**config.mk**
```make
export PLATFORM = sky130hd
export DESIGN_NAME = float32_divider_truncating
export DESIGN_NICKNAME = d
export VERILOG_FILES = /design/src/sv/fdt_pkg.sv /design/src/sv/fdt_datapath.sv /design/src/sv/fdt_control.sv /design/src/sv/float32_divider_truncating.sv
export SDC_FILE = /design/constraint.sdc
export NUM_CORES = 1
export LEC_CHECK = 0
export BUFFER_PORTS_ARGS = -buffer_cell sky130_fd_sc_hd__buf_4
export CAP_MARGIN = 25
export CORE_ASPECT_RATIO = 1.5
export CORE_MARGIN = 10
export CORE_UTILIZATION = 36
export DETAILED_ROUTE_END_ITERATION = 10
export PLACE_DENSITY = 0.55
export SLEW_MARGIN = 20
export SYNTH_ARGS = -nofsm -noshare
export SYNTH_HDL_FRONTEND = slang
export SYNTH_SLANG_ARGS = --single-unit
```
**constraint.sdc**
```tcl
create_clock -name clock -period 3.1 [get_ports clock]
set_input_delay 0.62 -clock clock [delete_from_list [all_inputs] [get_ports clock]]
set_output_delay 0.62 -clock clock [all_outputs]
set_load 0.01 [all_outputs]
```
**src/sv/fdt_pkg.sv**
```systemverilog
// Package: shared constants and types for the truncating float32 divider.
package fdt_pkg;
   localparam int unsigned WordWidth = 32;
   localparam int unsigned ManWidth  = 23;
   localparam int unsigned ExpWidth  = 8;
   localparam int unsigned DvdWidth  = 31;
   localparam int unsigned DvsWidth  = 17;
   localparam int unsigned QuoWidth  = 15;
   localparam int unsigned DivSteps  = 15;
   localparam int unsigned StepWidth = 4;
   localparam logic [8:0]  BiasAdj   = 9'd136;

   typedef struct packed {
      logic load;
      logic step;
      logic norm;
   } cmd_type;

   typedef struct packed {
      logic div_done;
      logic norm_done;
   } sts_type;

   typedef enum logic [3:0] {
      ST_IDLE = 4'b0001,
      ST_DIV  = 4'b0010,
      ST_NORM = 4'b0100,
      ST_OUT  = 4'b1000
   } state_type;
endpackage

```
**src/sv/fdt_datapath.sv**
```systemverilog
// Datapath: restoring divider, normalizer and result packing.
module fdt_datapath (
   input  logic             clock,
   input  fdt_pkg::cmd_type cmd,
   output fdt_pkg::sts_type sts,
   input  logic [31:0]      req_dividend_bits,
   input  logic [31:0]      req_divisor_bits,
   output logic [31:0]      quotient
);
   logic [fdt_pkg::DvsWidth:0]     rem_ff, rem_in;
   logic [fdt_pkg::DvdWidth-1:0]   dvd_ff, dvd_in;
   logic [fdt_pkg::DvsWidth-1:0]   dvs_ff, dvs_in;
   logic [fdt_pkg::ManWidth:0]     quo_ff, quo_in;
   logic [8:0]                     exp_ff, exp_in;
   logic                           sgn_ff, sgn_in;
   logic                           zero_ff, zero_in;
   logic [fdt_pkg::StepWidth-1:0]  cnt_ff, cnt_in;
   logic [fdt_pkg::DvsWidth:0]     trial;
   logic [fdt_pkg::DvsWidth:0]     diff;

   assign trial = {rem_ff[fdt_pkg::DvsWidth-1:0], dvd_ff[fdt_pkg::DvdWidth-1]};
   assign diff  = trial - {1'b0, dvs_ff};

   always_comb begin
      rem_in  = rem_ff;
      dvd_in  = dvd_ff;
      dvs_in  = dvs_ff;
      quo_in  = quo_ff;
      exp_in  = exp_ff;
      sgn_in  = sgn_ff;
      zero_in = zero_ff;
      cnt_in  = cnt_ff;
      if (cmd.load) begin
         rem_in  = {{(fdt_pkg::DvsWidth - 15){1'b0}}, 1'b1,
                    req_dividend_bits[22:8]};
         dvd_in  = {req_dividend_bits[7:0], 7'd0, 16'd0};
         dvs_in  = {1'b1, req_divisor_bits[22:7]};
         quo_in  = '0;
         exp_in  = {1'b0, req_dividend_bits[30:23]} - {1'b0, req_divisor_bits[30:23]};
         sgn_in  = req_dividend_bits[31] ^ req_divisor_bits[31];
         zero_in = (req_dividend_bits[30:0] == 31'd0);
         cnt_in  = '0;
      end else if (cmd.step) begin
         dvd_in = {dvd_ff[fdt_pkg::DvdWidth-2:0], 1'b0};
         if (!diff[fdt_pkg::DvsWidth]) begin
            rem_in = diff;
            quo_in = {quo_ff[fdt_pkg::ManWidth-1:0], 1'b1};
         end else begin
            rem_in = trial;
            quo_in = {quo_ff[fdt_pkg::ManWidth-1:0], 1'b0};
         end
         cnt_in = cnt_ff + 1'b1;
      end else if (cmd.norm && !quo_ff[fdt_pkg::ManWidth]) begin
         quo_in = {quo_ff[fdt_pkg::ManWidth-1:0], 1'b0};
         exp_in = exp_ff - 9'd1;
      end
   end

   always_ff @(posedge clock) begin
      rem_ff  <= rem_in;
      dvd_ff  <= dvd_in;
      dvs_ff  <= dvs_in;
      quo_ff  <= quo_in;
      exp_ff  <= exp_in;
      sgn_ff  <= sgn_in;
      zero_ff <= zero_in;
      cnt_ff  <= cnt_in;
   end

   logic [8:0] exp_fin;
   assign exp_fin = exp_ff + fdt_pkg::BiasAdj;

   assign sts.div_done  = (cnt_ff == fdt_pkg::StepWidth'(fdt_pkg::DivSteps - 1));
   assign sts.norm_done = quo_ff[fdt_pkg::ManWidth];
   assign quotient = zero_ff ? 32'd0 :
      {sgn_ff | exp_fin[8], exp_fin[7:0], quo_ff[fdt_pkg::ManWidth-1:0]};
endmodule

```
**src/sv/fdt_control.sv**
```systemverilog
// Controller: sequences load, divide steps, normalize and result hold.
module fdt_control (
   input  logic             clock,
   input  logic             reset,
   input  logic             req_valid,
   output logic             req_stall,
   output logic             rsp_valid,
   input  logic             rsp_stall,
   output fdt_pkg::cmd_type cmd,
   input  fdt_pkg::sts_type sts
);
   fdt_pkg::state_type state_ff, state_in;

   always_comb begin
      state_in = state_ff;
      cmd      = '0;
      case (state_ff)
         fdt_pkg::ST_IDLE: begin
            if (req_valid) begin
               cmd.load = 1'b1;
               state_in = fdt_pkg::ST_DIV;
            end
         end
         fdt_pkg::ST_DIV: begin
            cmd.step = 1'b1;
            if (sts.div_done) state_in = fdt_pkg::ST_NORM;
         end
         fdt_pkg::ST_NORM: begin
            cmd.norm = 1'b1;
            if (sts.norm_done) state_in = fdt_pkg::ST_OUT;
         end
         fdt_pkg::ST_OUT: begin
            if (!rsp_stall) state_in = fdt_pkg::ST_IDLE;
         end
         default: state_in = fdt_pkg::ST_IDLE;
      endcase
   end

   always_ff @(posedge clock) begin
      if (reset) state_ff <= fdt_pkg::ST_IDLE;
      else       state_ff <= state_in;
   end

   assign req_stall = (state_ff != fdt_pkg::ST_IDLE);
   assign rsp_valid = (state_ff == fdt_pkg::ST_OUT);

   a_onehot: assert property (@(posedge clock) disable iff (reset) $onehot(state_ff))
      else $error("state not one-hot");
   a_load: assert property (@(posedge clock) disable iff (reset)
      (req_valid && !req_stall) |=> state_ff == fdt_pkg::ST_DIV)
      else $error("transfer did not start division");
   a_done: assert property (@(posedge clock) disable iff (reset)
      (rsp_valid && !rsp_stall) |=> state_ff == fdt_pkg::ST_IDLE)
      else $error("result transfer did not return to idle");
endmodule

```
**src/sv/float32_divider_truncating.sv**
```systemverilog
// Top level: truncating single-precision divider.
//  channel | direction | handshake             | payload
//  req     | in        | req_valid / req_stall | req_dividend_bits, req_divisor_bits
//  rsp     | out       | rsp_valid / rsp_stall | rsp_quotient_bits
// A result is ready for transfer after its input transfer has gone through the restoring
// divide steps, the normalize shifts, the exit from normalize and the result state.
// The next input transfer can come in the cycle after the result transfer.
// The single shift-subtract unit sets the rate; one item is in flight.
// Reset is synchronous and returns the controller to idle.
module float32_divider_truncating (
   input  logic        clock,
   input  logic        reset,
   input  logic        req_valid,
   output logic        req_stall,
   input  logic [31:0] req_dividend_bits,
   input  logic [31:0] req_divisor_bits,
   output logic        rsp_valid,
   input  logic        rsp_stall,
   output logic [31:0] rsp_quotient_bits
);
   fdt_pkg::cmd_type cmd;
   fdt_pkg::sts_type sts;

   fdt_control u_control (
      .clock, .reset, .req_valid, .req_stall, .rsp_valid, .rsp_stall,
      .cmd, .sts
   );

   fdt_datapath u_datapath (
      .clock, .cmd, .sts, .req_dividend_bits, .req_divisor_bits,
      .quotient(rsp_quotient_bits)
   );
endmodule
```
# Yosys cells after proc, flatten, opt, wreduce, memory -nomap -nowiden

Index checks and enable logic that the tools add are counted.

$add $sub $neg: 5
Eq/ne operators: 11
Mux-type cells: 21
Bitwise gates (word level): 2
Reductions and logical operators: 8

Operators by type and width:

| operator                                               | count |
|---|---|
| two-way mux 31 bit                                     | 2 |
| two-way mux 24 bit                                     | 2 |
| two-way mux 32 bit                                     | 1 |
| zero test 31 bit                                       | 1 |
| two-way mux 15 bit                                     | 2 |
| two-way mux 9 bit                                      | 3 |
| subtractor 18 x 17 -> 18 bit                           | 1 |
| two-way mux 17 bit                                     | 1 |
| two-way mux 4 bit                                      | 4 |
| one-hot mux 4 bit (4 select lines)                     | 1 |
| adder 9 x 8 -> 9 bit (second input constant)           | 1 |
| subtractor 8 x 8 -> 9 bit                              | 1 |
| subtractor 9 x 1 -> 9 bit (second input constant)      | 1 |
| equality test 4 bit (second input constant)            | 2 |
| inequality test 2 bit (second input constant)          | 3 |
| nonzero test 2 bit                                     | 3 |
| two-way mux 1 bit                                      | 5 |
| adder 4 x 1 -> 4 bit (second input constant)           | 1 |
| equality test 4 x 1 -> 1 bit (second input constant)   | 1 |
| equality test 4 x 2 -> 1 bit (second input constant)   | 1 |
| equality test 4 x 3 -> 1 bit (second input constant)   | 1 |
| inequality test 2 x 1 -> 1 bit (second input constant) | 2 |
| inequality test 4 x 1 -> 1 bit (second input constant) | 1 |
| AND reduction 4 bit                                    | 1 |
| other kinds (5)                                        | 5 |

Register bits: 84
Input port bits: 68
Output and inout bits: 34
Logic and storage cells: 57

# Depth between registers and ports, before layout

Gate-level depths: netlist of run 1.

Word-level depth: 6
Mapped depth: 12
Mapped depth without buffers: 11

# Modules after synthesis

Synthesis of run 1 repeated with hierarchy kept, for this count alone.

Cell total of the unflattened synthesis: 556
Area, all modules: 5161.2 µm²

By module, submodules not included:

| module       | instances | cells each | area each (µm²) | sequential area each (µm²) |
|---|---|---|---|---|
| fdt_datapath | 1         | 520        | 4845.9          | 2102.0 |
| fdt_control  | 1         | 36         | 315.3           | 80.1 |

# Worst setup path after synthesis of run 1

OpenSTA, ideal clock, no wires.

Path type: reg2reg
Start point: reg u_datapath.dvd_ff[30] (netlist name)
End point: reg u_datapath.rem_ff[12] (netlist name) (data pin)
Library setup time: 0.270 ns
Arrival time: 2.185 ns
Data required time: 2.830 ns
Setup slack: 0.645 ns
Cell stages (with the launch flop): 12
Buffers on the path: 0
Period minus slack after synthesis: 2.455 ns
Cells stage by stage: edfxtp_1 inv_1 ha_1 inv_1 fa_1 a21o_1 a221oi_2 o21ai_1 a211oi_1 xnor2_1 mux2i_1 a21oi_1

Cells in the longest elaborated chain, start to end: 4

RTL lines:

| item                           | line               | source |
|---|---|---|
| start, declared                | fdt_datapath.sv:11 | `logic [fdt_pkg::DvdWidth-1:0] dvd_ff, dvd_in;` |
| start signal, assigned         | fdt_datapath.sv:61 | `dvd_ff <= dvd_in;` |
| subtractor 18 x 17 -> 18 bit   | fdt_datapath.sv:22 | `assign diff = trial - {1'b0, dvs_ff};` |
| two-way mux 17 bit             | fdt_datapath.sv:45 | `if (!diff[fdt_pkg::DvsWidth]) begin` |
| two-way mux 15 bit             | fdt_datapath.sv:43 | `end else if (cmd.step) begin` |
| two-way mux 15 bit             | fdt_datapath.sv:33 | `if (cmd.load) begin` |
| net u_datapath.rem_in, one bit | fdt_datapath.sv:10 | `logic [fdt_pkg::DvsWidth:0] rem_ff, rem_in;` |
| end signal, assigned           | fdt_datapath.sv:60 | `rem_ff <= rem_in;` |
| end, declared                  | fdt_datapath.sv:10 |  |

The timed path passes the listed nets, and every way through them passes these cells. The select of a mux whose other input is x is not followed.
A chain may end at the register's enable or synchronous reset.

# Worst setup path after layout of run 1

Same ends and word-level chain as after synthesis.

==> results.yml, run 1 <==
min_path:
  hold_depth: 1
  hold_path_startpoint: "req_divisor_bits[17]"
  min_path_type: "input port to flop"
  holdPathEnd: "u_datapath.dvs_ff[10]"
pwr:
  leakage_nw: 2.69
  cellPowerDensity_nw_per_um2: 627
  ir_worst_vdd_mv: 0.241
finish:
  multi_input_area_sq_um: 2640
  syn_to_final_growth_pct: 23.6
  final_layout_size_suffix_gt1_share_pct: 20.1
  stdcell_count: 855
  nets: 757
  insertedDiodeCount: 0
  final_util_pct: 45.0
  ff_latch_area_sq_um: 2180
  num-fill-cells: 1371
global_route:
  antenna_found_initial: 0
  grt_pass1_vias: 4471
  grt_use_total_pct: 14.1
  grt_max_degree: 36
  grt_pass1_wl_um: 21800
  grt_overflow: 0
die:
  core_area_sq_um: 14000
  ios: 102
  row_count: 53
  die_area_sq_um: 19400
  start_util_pct: 36.4
  die_w_um: 117
  die_y_um: 166
yosys:
  synth_area_per_cell_sq_um: 8.99
  synth_top_area_cell: "edfxtp_1"
  yosysSeqAreaShare_pct: 42.8
  syn-cell-area_sq_um: 5100
  ys_seq_elements: 84
  synth_area_leaders: "edfxtp_1 29%, dfxtp_1 13%, ha_1 7.1%"
  yosys_most_used_dff: "edfxtp_1"
  synth_edf_count: 50
  synth_cells: 567
  synth_cell_types: 56
  async_flop_share_pct: 0
  yosys_warnings: 0
  synth_top_area_share_pct: 29.4
  synthesis.nets: 666
critical_path:
  crit_fanout: 4
  reg2reg_from: "u_datapath.dvd_ff[30]"
  critPathRequiredTime_ps: 3180
  rrSetupSlack_ps: 340
  cp_num_buf_inv: 2
  startpoint_type: "flop"
  slowest_delay_ps: 410
  cp-end-kind: "flop"
  arrival_ps: 2850
  critical-path-top-delay-family: "compound AO/OA/AOI/OAI gates"
  slowest_stage: "fa_1"
  critical-path-top-cell-by-count: "inv_1"
  path_class: "flop to flop"
  reg2reg_depth: 11
  r2r_end: "u_datapath.rem_ff[12]"
  path_cells: "inv_1, ha_1, inv_1, fa_1, a21o_1, a221oi_2, o21ai_1, a211oi_1, xnor2_1, mux2i_1, a21oi_1"
sta:
  fin_tns_setup_ps: 0
  fin_crit_ps: 2760
  setup_viol: 0
  fin_ws_ps: 339
  fin_worst_skew_ps: 5.99
  hold_viol: 0
  period_share_pct: 89.1
  max_freq_mhz: 362
  slew_headroom_pct: 51.2
  rsz0062_at_grt: "no"
  worst_pin_slew_ps: 730
  drv_slew: 0
clock_tree:
  cts_inserted_buffers: 9
  postCtsHoldBufs: 0
  cts-root-buf: "clkbuf_16"
  postCtsSetupBuffers: 0
  clock_path_buffers: 2
  cts_tree: "done"
  cts_resized: 0
  clkSlewWorstSetupHoldPaths_ps: 60
  cts_sinks: 84
  cts-htree-levels: 3
  clock_latency_ps: 340
place:
  dpl.cell_count: 839
  place_congestion: 0.820
  placement.io_buffers: 94
  dp_hpwl_um: 10100
  place_ws_ps: 336
detailed_routing:
  drt-initial-drc-count: 139
  num_vias: 4245
  drtAntennaViolNets: 0
  drc: 0
  routedWlPerCell_um: 15.5
  wirelength_um: 13200
  first_pass_iters: 5
  post_drt_via_cell_ratio: 4.96
run_status:
  outcome: "complete, no violations"
run:
  drv_cap: 0
[synth_stat cells (2+ instances only)]
cell / count
nor2_1: 49
a211oi_2: 2
edfxtp_1: 50
fa_1: 2
a211o_1: 2
o31ai_1: 5
nor4b_1: 3
mux2i_1: 15
a221oi_2: 2
nor2b_1: 30
buf_2: 7
nand2_1: 94
a21boi_0: 2
a2111oi_0: 3
nand2b_1: 4
a21o_1: 8
xnor2_1: 20
o2111ai_1: 2
o21ai_1: 3
nand4_1: 4
inv_1: 41
a21oi_1: 45
dfxtp_1: 34
xor2_1: 11
or3_1: 3
o21a_1: 2
a211oi_1: 4
buf_1: 2
a31oi_1: 4
o21ai_0: 14
and3_1: 8
clkbuf_1: 15
ha_1: 29
nor3_1: 8
nor3b_1: 2
nor4_1: 11
nand3_1: 8
[report_power, final]
group	internal, W	switching [W]	leakage [nW]
combinational	0.000652	0.000804	1.80
sequential	0.00138	0.0000952	0.751
clock	0.000551	0.000466	0.138
[worst max path at each step]
stage                          start               endpoint  slack (ps)  cells after the start
2_1_floorplan  u_datapath.dvd_ff[30]  u_datapath.rem_ff[12]         640                     11
3_3_place_gp   u_datapath.dvd_ff[30]  u_datapath.rem_ff[12]         330                     11
3_5_place_dp   u_datapath.dvd_ff[30]  u_datapath.rem_ff[12]         340                     11
4_1_cts        u_datapath.dvd_ff[30]  u_datapath.rem_ff[12]         310                     11
5_1_grt        u_datapath.dvd_ff[30]  u_datapath.rem_ff[12]         100                     11
6_report       u_datapath.dvd_ff[30]  u_datapath.rem_ff[12]         340                     11
[cells by family after synthesis]
logic type	count (synthesis)	synth area share, %
simple gates	230	21.3
compound gates	108	13.9
flops	84	42.8
buf+inv	67	5.57
xor+xnor	31	5.32
fa+ha+maj	31	7.90
mux	16	3.16
[sequential cells by signal, summed over array words and instances, names as in the netlist]
register	cells
u_control.state_ff	4
u_datapath.cnt_ff	4
u_datapath.dvd_ff	8
u_datapath.dvs_ff	16
u_datapath.exp_ff	9
u_datapath.quo_ff	24
u_datapath.rem_ff	17
u_datapath.sgn_ff	1
u_datapath.zero_ff	1
[layout by cell type (no fill, tap or decap), types with 3 or more instances in the layout]
| master | synthesis | layout |
|---|---|---|
| nor2_1 | 49 | 49 |
| clkbuf_16 | 0 | 9 |
| or3_1 | 3 | 3 |
| o31ai_1 | 5 | 5 |
| a31oi_1 | 4 | 4 |
| nand3_1 | 8 | 8 |
| nor2b_1 | 30 | 30 |
| xor2_1 | 11 | 11 |
| nand4_1 | 4 | 4 |
| a2111oi_0 | 3 | 3 |
| dfxtp_1 | 34 | 34 |
| nand2b_1 | 4 | 4 |
| xnor2_1 | 20 | 20 |
| o21ai_1 | 3 | 3 |
| a211oi_1 | 4 | 4 |
| inv_1 | 41 | 40 |
| buf_4 | 0 | 105 |
| mux2i_1 | 15 | 15 |
| nor4b_1 | 3 | 3 |
| nand2_1 | 94 | 94 |
| a21oi_1 | 45 | 45 |
| edfxtp_1 | 50 | 50 |
| ha_1 | 29 | 29 |
| o21ai_0 | 14 | 14 |
| nor4_1 | 11 | 11 |
| a21o_1 | 8 | 8 |
| nor3_1 | 8 | 8 |
| and3_1 | 8 | 8 |
[through the flow]
| step | hold WS (ps) | power (W) | cell area (sq um) |
|---|---|---|---|
| after floorplan | 440 | 0.00259 | 5100 |
| after global placement | 450 | 0.00294 | 6030 |
| after detailed placement | 453 | 0.00296 | 6030 |
| after CTS | 435 | 0.00401 | 6300 |
| after global routing | 435 | 0.00421 | 6300 |
| final | 449 | 0.00395 | 6300 |
[routing by layer]
metal	part of all wire [%]	vias up	wire length, um	track usage [%]
met5	0	-	0	0
met4	1.4	0	187	5.18
met3	5.6	15	745	4.16
met2	52	90	6940	25.0
met1	41	1983	5360	15.0
li1	-	2157	-	-
[layout make-up]
cell class,instances,share of cell area [%]
clock buffers,10,3.63
well taps,192,3.81
flip-flops and latches,84,34.6
repair buffers,106,12.8
inverters,41,2.44
multi-input cells,416,41.9
clock inverters,6,0.735
(Power assumes the default switching activity.)
==> run 2: changes to the inputs <==
- SETUP_SLACK_MARGIN: default -> 0.5
==> results.yml, run 2 (same netlist as run 1, synthesis figures left out) <==
global_route:
  grtUsageMet2_pct: 25.4
  met3_usage_pct: 4.16
  use_met1_pct: 15.4
  grt_overflow: 0
  grt_use_total_pct: 14.3
  grt_max_degree: 36
  grt_pass1_vias: 4495
  antenna_found_initial: 0
  grt.busiest_layer: "met2"
  grt_pass1_wl_um: 22200
sta:
  period_share_pct: 81.4
  rsz0062_at_grt: "yes"
  fin_crit_ps: 2520
  fin_worst_skew_ps: 5.96
  fin_tns_setup_ps: 0
  drv_slew: 0
  setup_viol: 0
  slew_headroom_pct: 51.2
  worst_pin_slew_ps: 730
  hold_viol: 0
  max_freq_mhz: 397
die:
  die_w_um: 117
  die_y_um: 166
  row_count: 53
  die_area_sq_um: 19400
  core_area_sq_um: 14000
  ios: 102
  start_util_pct: 36.4
critical_path:
  reg2reg_depth: 10
  cp-end-kind: "flop"
  arrival_ps: 2610
  crit_fanout: 6
  reg2reg_from: "u_datapath.rem_ff[3]"
  path_class: "flop to flop"
  cp-startpoint: "u_datapath.rem_ff[3]"
  startpoint_type: "flop"
  critPathRequiredTime_ps: 3190
pwr:
  power_frac_clock_pct: 23.4
  internal_power_w: 0.00286
  p_comb_share_pct: 42.4
  leakage_nw: 2.79
  p_sw_w: 0.00151
  cellPowerDensity_nw_per_um2: 653
  switching_share_pct: 34.5
  seq_power_share_pct: 34.3
  ir_worst_vdd_mv: 0.249
finish:
  final_layout_size_suffix_gt1_share_pct: 25.7
  fin_area_sq_um: 6700
  final_util_pct: 47.9
  regMostFlops: "u_datapath.quo_ff"
  largest_reg_flops: 24
  layout_commonest_cell: "buf_4"
  num-fill-cells: 1335
  insertedDiodeCount: 0
  nets: 774
  syn_to_final_growth_pct: 31.3
  final_cell_mix: "119 x buf_4, 93 x nand2_1, 50 x edfxtp_1"
  reg_top3: "u_datapath.quo_ff: 24 flops, u_datapath.rem_ff: 17 flops, u_datapath.dvs_ff: 16 flops"
min_path:
  min_path_type: "input port to flop"
  hold_depth: 1
  hold_path_startpoint: "req_divisor_bits[17]"
detailed_routing:
  drtAntennaViolNets: 0
  num_vias: 4348
  drc: 0
  wirelength_um: 13900
  post_drt_via_cell_ratio: 4.99
  drt-initial-drc-count: 153
  routedWlPerCell_um: 15.9
  first_pass_iters: 4
clock_tree:
  cts_inserted_buffers: 9
  postCtsHoldBufs: 0
  cts_sinks: 84
  cts-root-buf: "clkbuf_16"
  clkSlewWorstSetupHoldPaths_ps: 60
  clock_latency_ps: 350
  clock_path_buffers: 2
  cts_tree: "done"
  cts-htree-levels: 3
run:
  drv_cap: 0
place:
  place_congestion: 0.820
  placement.io_buffers: 94
  placed_cell_area_sq_um: 6030
  dp_hpwl_um: 10100
run_status:
  outcome: "complete, no violations"
-- run 2: cell types whose count changed in the layout (fill, tap and decap cells not counted), moves of 2 or more --
cell      change
a221oi_4      +2
ha_1         -12
inv_2         +2
a21oi_1       -2
a221oi_2      -2
buf_4        +14
ha_4         +12
inv_1         -2
-- run 2: power groups by stage --
stage	Combinational, W	Clock (W)	Sequential (W)
2_1_floorplan	0.00114	0	0.00146
3_3_place_gp	0.00144	0	0.00150
3_5_place_dp	0.00146	0	0.00150
4_1_cts	0.00167	0.00106	0.00149
5_1_grt	0.00202	0.00109	0.00151
6_report	0.00185	0.00102	0.00150
-- run 2: final timing paths --
path | endpoint | slack, ps
max | u_datapath.rem_ff[7] | 580
min | u_datapath.dvs_ff[10] | 440
max reg2reg | u_datapath.rem_ff[7] | 580
min reg2reg | u_datapath.quo_ff[10] | 460
-- run 2: critical path, cell delays in order (launching register included) --
cell and delay [ps]:
edfxtp_1 430, ha_4 290, a21o_1 180, a31o_4 220, o21ai_4 200, a211oi_2 110
a211oi_4 250, buf_6 160, buf_16 120, mux2i_1 200, a21oi_1 90
-- run 2: routing by layer --
layer	part of all wire [%]	routed length, um	vias to the layer above
li1	-	-	2194
met1	40	5610	2041
met2	52	7240	93
met3	5.6	781	20
met4	1.7	232	0
met5	0	0	-
-- run 2: cell type report --
class / instances / area (sq um) / area share, %
Clock buffer: 10 / 229 / 3.42
Sequential cell: 84 / 2180 / 32.6
Multi-Input combinational cell: 416 / 2880 / 43.0
Timing Repair Buffer: 123 / 967 / 14.4
Clock inverter: 6 / 46.3 / 0.691
Inverter: 41 / 154 / 2.30
Tap cell: 192 / 240 / 3.59
-- run 2: through the flow --
stage | std cells | setup WS, ps | hold WS, ps | total power (W)
after detailed placement | 839 | 336 | 453 | 0.00296
after floorplan | 567 | 645 | 440 | 0.00259
after CTS | 859 | 486 | 435 | 0.00421
final | 872 | 578 | 445 | 0.00437
after global routing | 872 | 463 | 435 | 0.00462
after global placement | 839 | 331 | 450 | 0.00294
-- run 2: timing repair --
item | 4_1_cts | 5_1_grt
setup buffers | 3 | 13
endpoints found under the setup margin | 15 | 13
pin swaps | 5 | 12
resized for setup | 19 | 23
cloned | 1 | 0
==> run 3: changes to the inputs <==
- clock period: 3.1 -> 2.5 ns (I/O delays scaled with it)
==> results.yml, run 3 (same netlist as run 1, synthesis figures left out) <==
sta:
  fin_tns_setup_ps: -1.21
  rsz0062_at_grt: "yes"
  hold_viol: 0
  slew_headroom_pct: 57.3
  worst_pin_slew_ps: 638
  fin_crit_ps: 2500
  period_share_pct: 100
  max_freq_mhz: 400
  setup_viol: 1
  fin_ws_ps: -1.21
  drv_slew: 0
  fin_worst_skew_ps: 12.9
min_path:
  min_path_type: "input port to flop"
  hold_path_startpoint: "req_divisor_bits[17]"
  hold_depth: 1
  holdPathEnd: "u_datapath.dvs_ff[10]"
die:
  start_util_pct: 36.4
  die_w_um: 117
  die_y_um: 166
  ios: 102
  die_area_sq_um: 19400
  core_area_sq_um: 14000
  row_count: 53
global_route:
  grt_pass1_vias: 4753
  grt_use_total_pct: 14.5
  antenna_found_initial: 0
  grt_pass1_wl_um: 22600
  grt_overflow: 0
  grt_max_degree: 45
critical_path:
  path_class: "flop to flop"
  arrival_ps: 2580
  startpoint_type: "flop"
  rrSetupSlack_ps: -1
  r2r_end: "u_datapath.rem_ff[0]"
  critPathRequiredTime_ps: 2580
  reg2reg_from: "u_datapath.rem_ff[3]"
  reg2reg_depth: 9
  cp-end-kind: "flop"
  crit_fanout: 6
finish:
  reg_top3: "u_datapath.quo_ff: 24 flops, u_datapath.rem_ff: 17 flops, u_datapath.dvs_ff: 16 flops"
  fin_area_sq_um: 7090
  final_cell_mix: "135 x buf_4, 92 x nand2_1, 50 x edfxtp_1"
  syn_to_final_growth_pct: 39.0
  num-fill-cells: 1315
  insertedDiodeCount: 0
  layout_commonest_cell: "buf_4"
  largest_reg_flops: 24
  stdcell_count: 898
  regMostFlops: "u_datapath.quo_ff"
  nets: 800
  final_layout_size_suffix_gt1_share_pct: 32.4
clock_tree:
  cts_inserted_buffers: 9
  clock_path_buffers: 2
  cts-root-buf: "clkbuf_16"
  cts_tree: "done"
  clock_latency_ps: 340
  cts-htree-levels: 3
  cts_sinks: 84
  clkSlewWorstSetupHoldPaths_ps: 70
pwr:
  cellPowerDensity_nw_per_um2: 800
  switching_share_pct: 34.0
  ir_worst_vdd_mv: 0.342
  internal_power_w: 0.00374
  seq_power_share_pct: 32.6
  leakage_nw: 2.98
  p_comb_share_pct: 42.7
  power_frac_clock_pct: 24.7
  p_sw_w: 0.00193
run_status:
  violations: "negative setup slack"
  outcome: "finished, violations left"
detailed_routing:
  first_pass_iters: 4
  drc: 0
  num_vias: 4444
  post_drt_via_cell_ratio: 4.95
  routedWlPerCell_um: 16.1
  drtAntennaViolNets: 0
  wirelength_um: 14400
  drt-initial-drc-count: 144
place:
  placement.io_buffers: 94
  dpl.cell_count: 852
  place_ws_ps: -97.5
  placed_cell_area_sq_um: 6180
  place_congestion: 0.810
  dp_hpwl_um: 10600
run:
  drv_cap: 0
==> run 3: cell types whose count changed in the layout (fill, tap and decap cells not counted), moves of 4 or more <==
cell,previous run,this run
dfxtp_1,34,30
dfxtp_2,0,4
o21ai_0,14,9
buf_6,1,10
inv_1,38,34
buf_4,119,135
==> run 3: cell type report <==
type / count / area (sq um) / area share (%)
inverters: 41 / 170 / 2.40
clock buffers: 11 / 275 / 3.88
flip-flops and latches: 84 / 2190 / 30.9
repair buffers: 149 / 1210 / 17.0
multi-input cells: 416 / 2970 / 41.9
clock inverters: 5 / 41.3 / 0.583
well taps: 192 / 240 / 3.39
==> run 3: metal layers <==
metal	global-route usage [%]	part of all wire [%]	vias to the layer above
met5	0	0	-
met4	4.58	1.9	0
met3	3.25	3.7	17
met2	27.2	55	78
met1	15.1	39	2107
li1	-	-	2242
==> run 3: worst max-delay path by stage <==
stage          cells past startpoint  slack (ps)             startpoint                    end
2_1_floorplan                     11         130  u_datapath.dvd_ff[30]  u_datapath.rem_ff[12]
3_3_place_gp                      11         -70  u_datapath.dvd_ff[30]  u_datapath.rem_ff[16]
3_5_place_dp                      11        -100  u_datapath.dvd_ff[30]  u_datapath.rem_ff[16]
4_1_cts                           11          40  u_datapath.dvd_ff[30]  u_datapath.rem_ff[16]
5_1_grt                           11        -120  u_datapath.dvd_ff[30]  u_datapath.rem_ff[14]
6_report                           9          -1   u_datapath.rem_ff[3]   u_datapath.rem_ff[0]
==> run 3: repair_timing <==
item,4_1_cts,5_1_grt
cloned,0,1
hold buffers,0,0
resized for setup,25,52
buffers inserted,19,10
hold endpoints to repair,0,0
endpoints found under the setup margin,83,112
pin swaps,22,30
==> run 3: power groups by stage <==
| stage | registers (W) | logic (W) | clock network [W] |
|---|---|---|---|
| after floorplan | 0.00181 | 0.00145 | 0 |
| after global placement | 0.00186 | 0.00192 | 0 |
| after detailed placement | 0.00187 | 0.00195 | 0 |
| after CTS | 0.00184 | 0.00217 | 0.00144 |
| after global routing | 0.00187 | 0.00263 | 0.00149 |
| final | 0.00185 | 0.00242 | 0.00140 |
==> run 3: critical path, stage by stage, from the launching register on <==
cell      delay, ps
edfxtp_1        440
ha_4            290
a21o_1          200
a31o_1          230
o21ai_4         190
a211oi_2         90
a211oi_2        250
buf_6           210
mux2i_1          90
mux2_4          250
==> run 3: per-stage QoR <==
step	hold slack (ps)	power [W]	util, %
5_1_grt	319	0.00599	50.7
6_report	332	0.00567	50.7
3_5_place_dp	459	0.00382	44.1
2_1_floorplan	440	0.00326	-
4_1_cts	322	0.00545	48.3
3_3_place_gp	451	0.00378	44.1
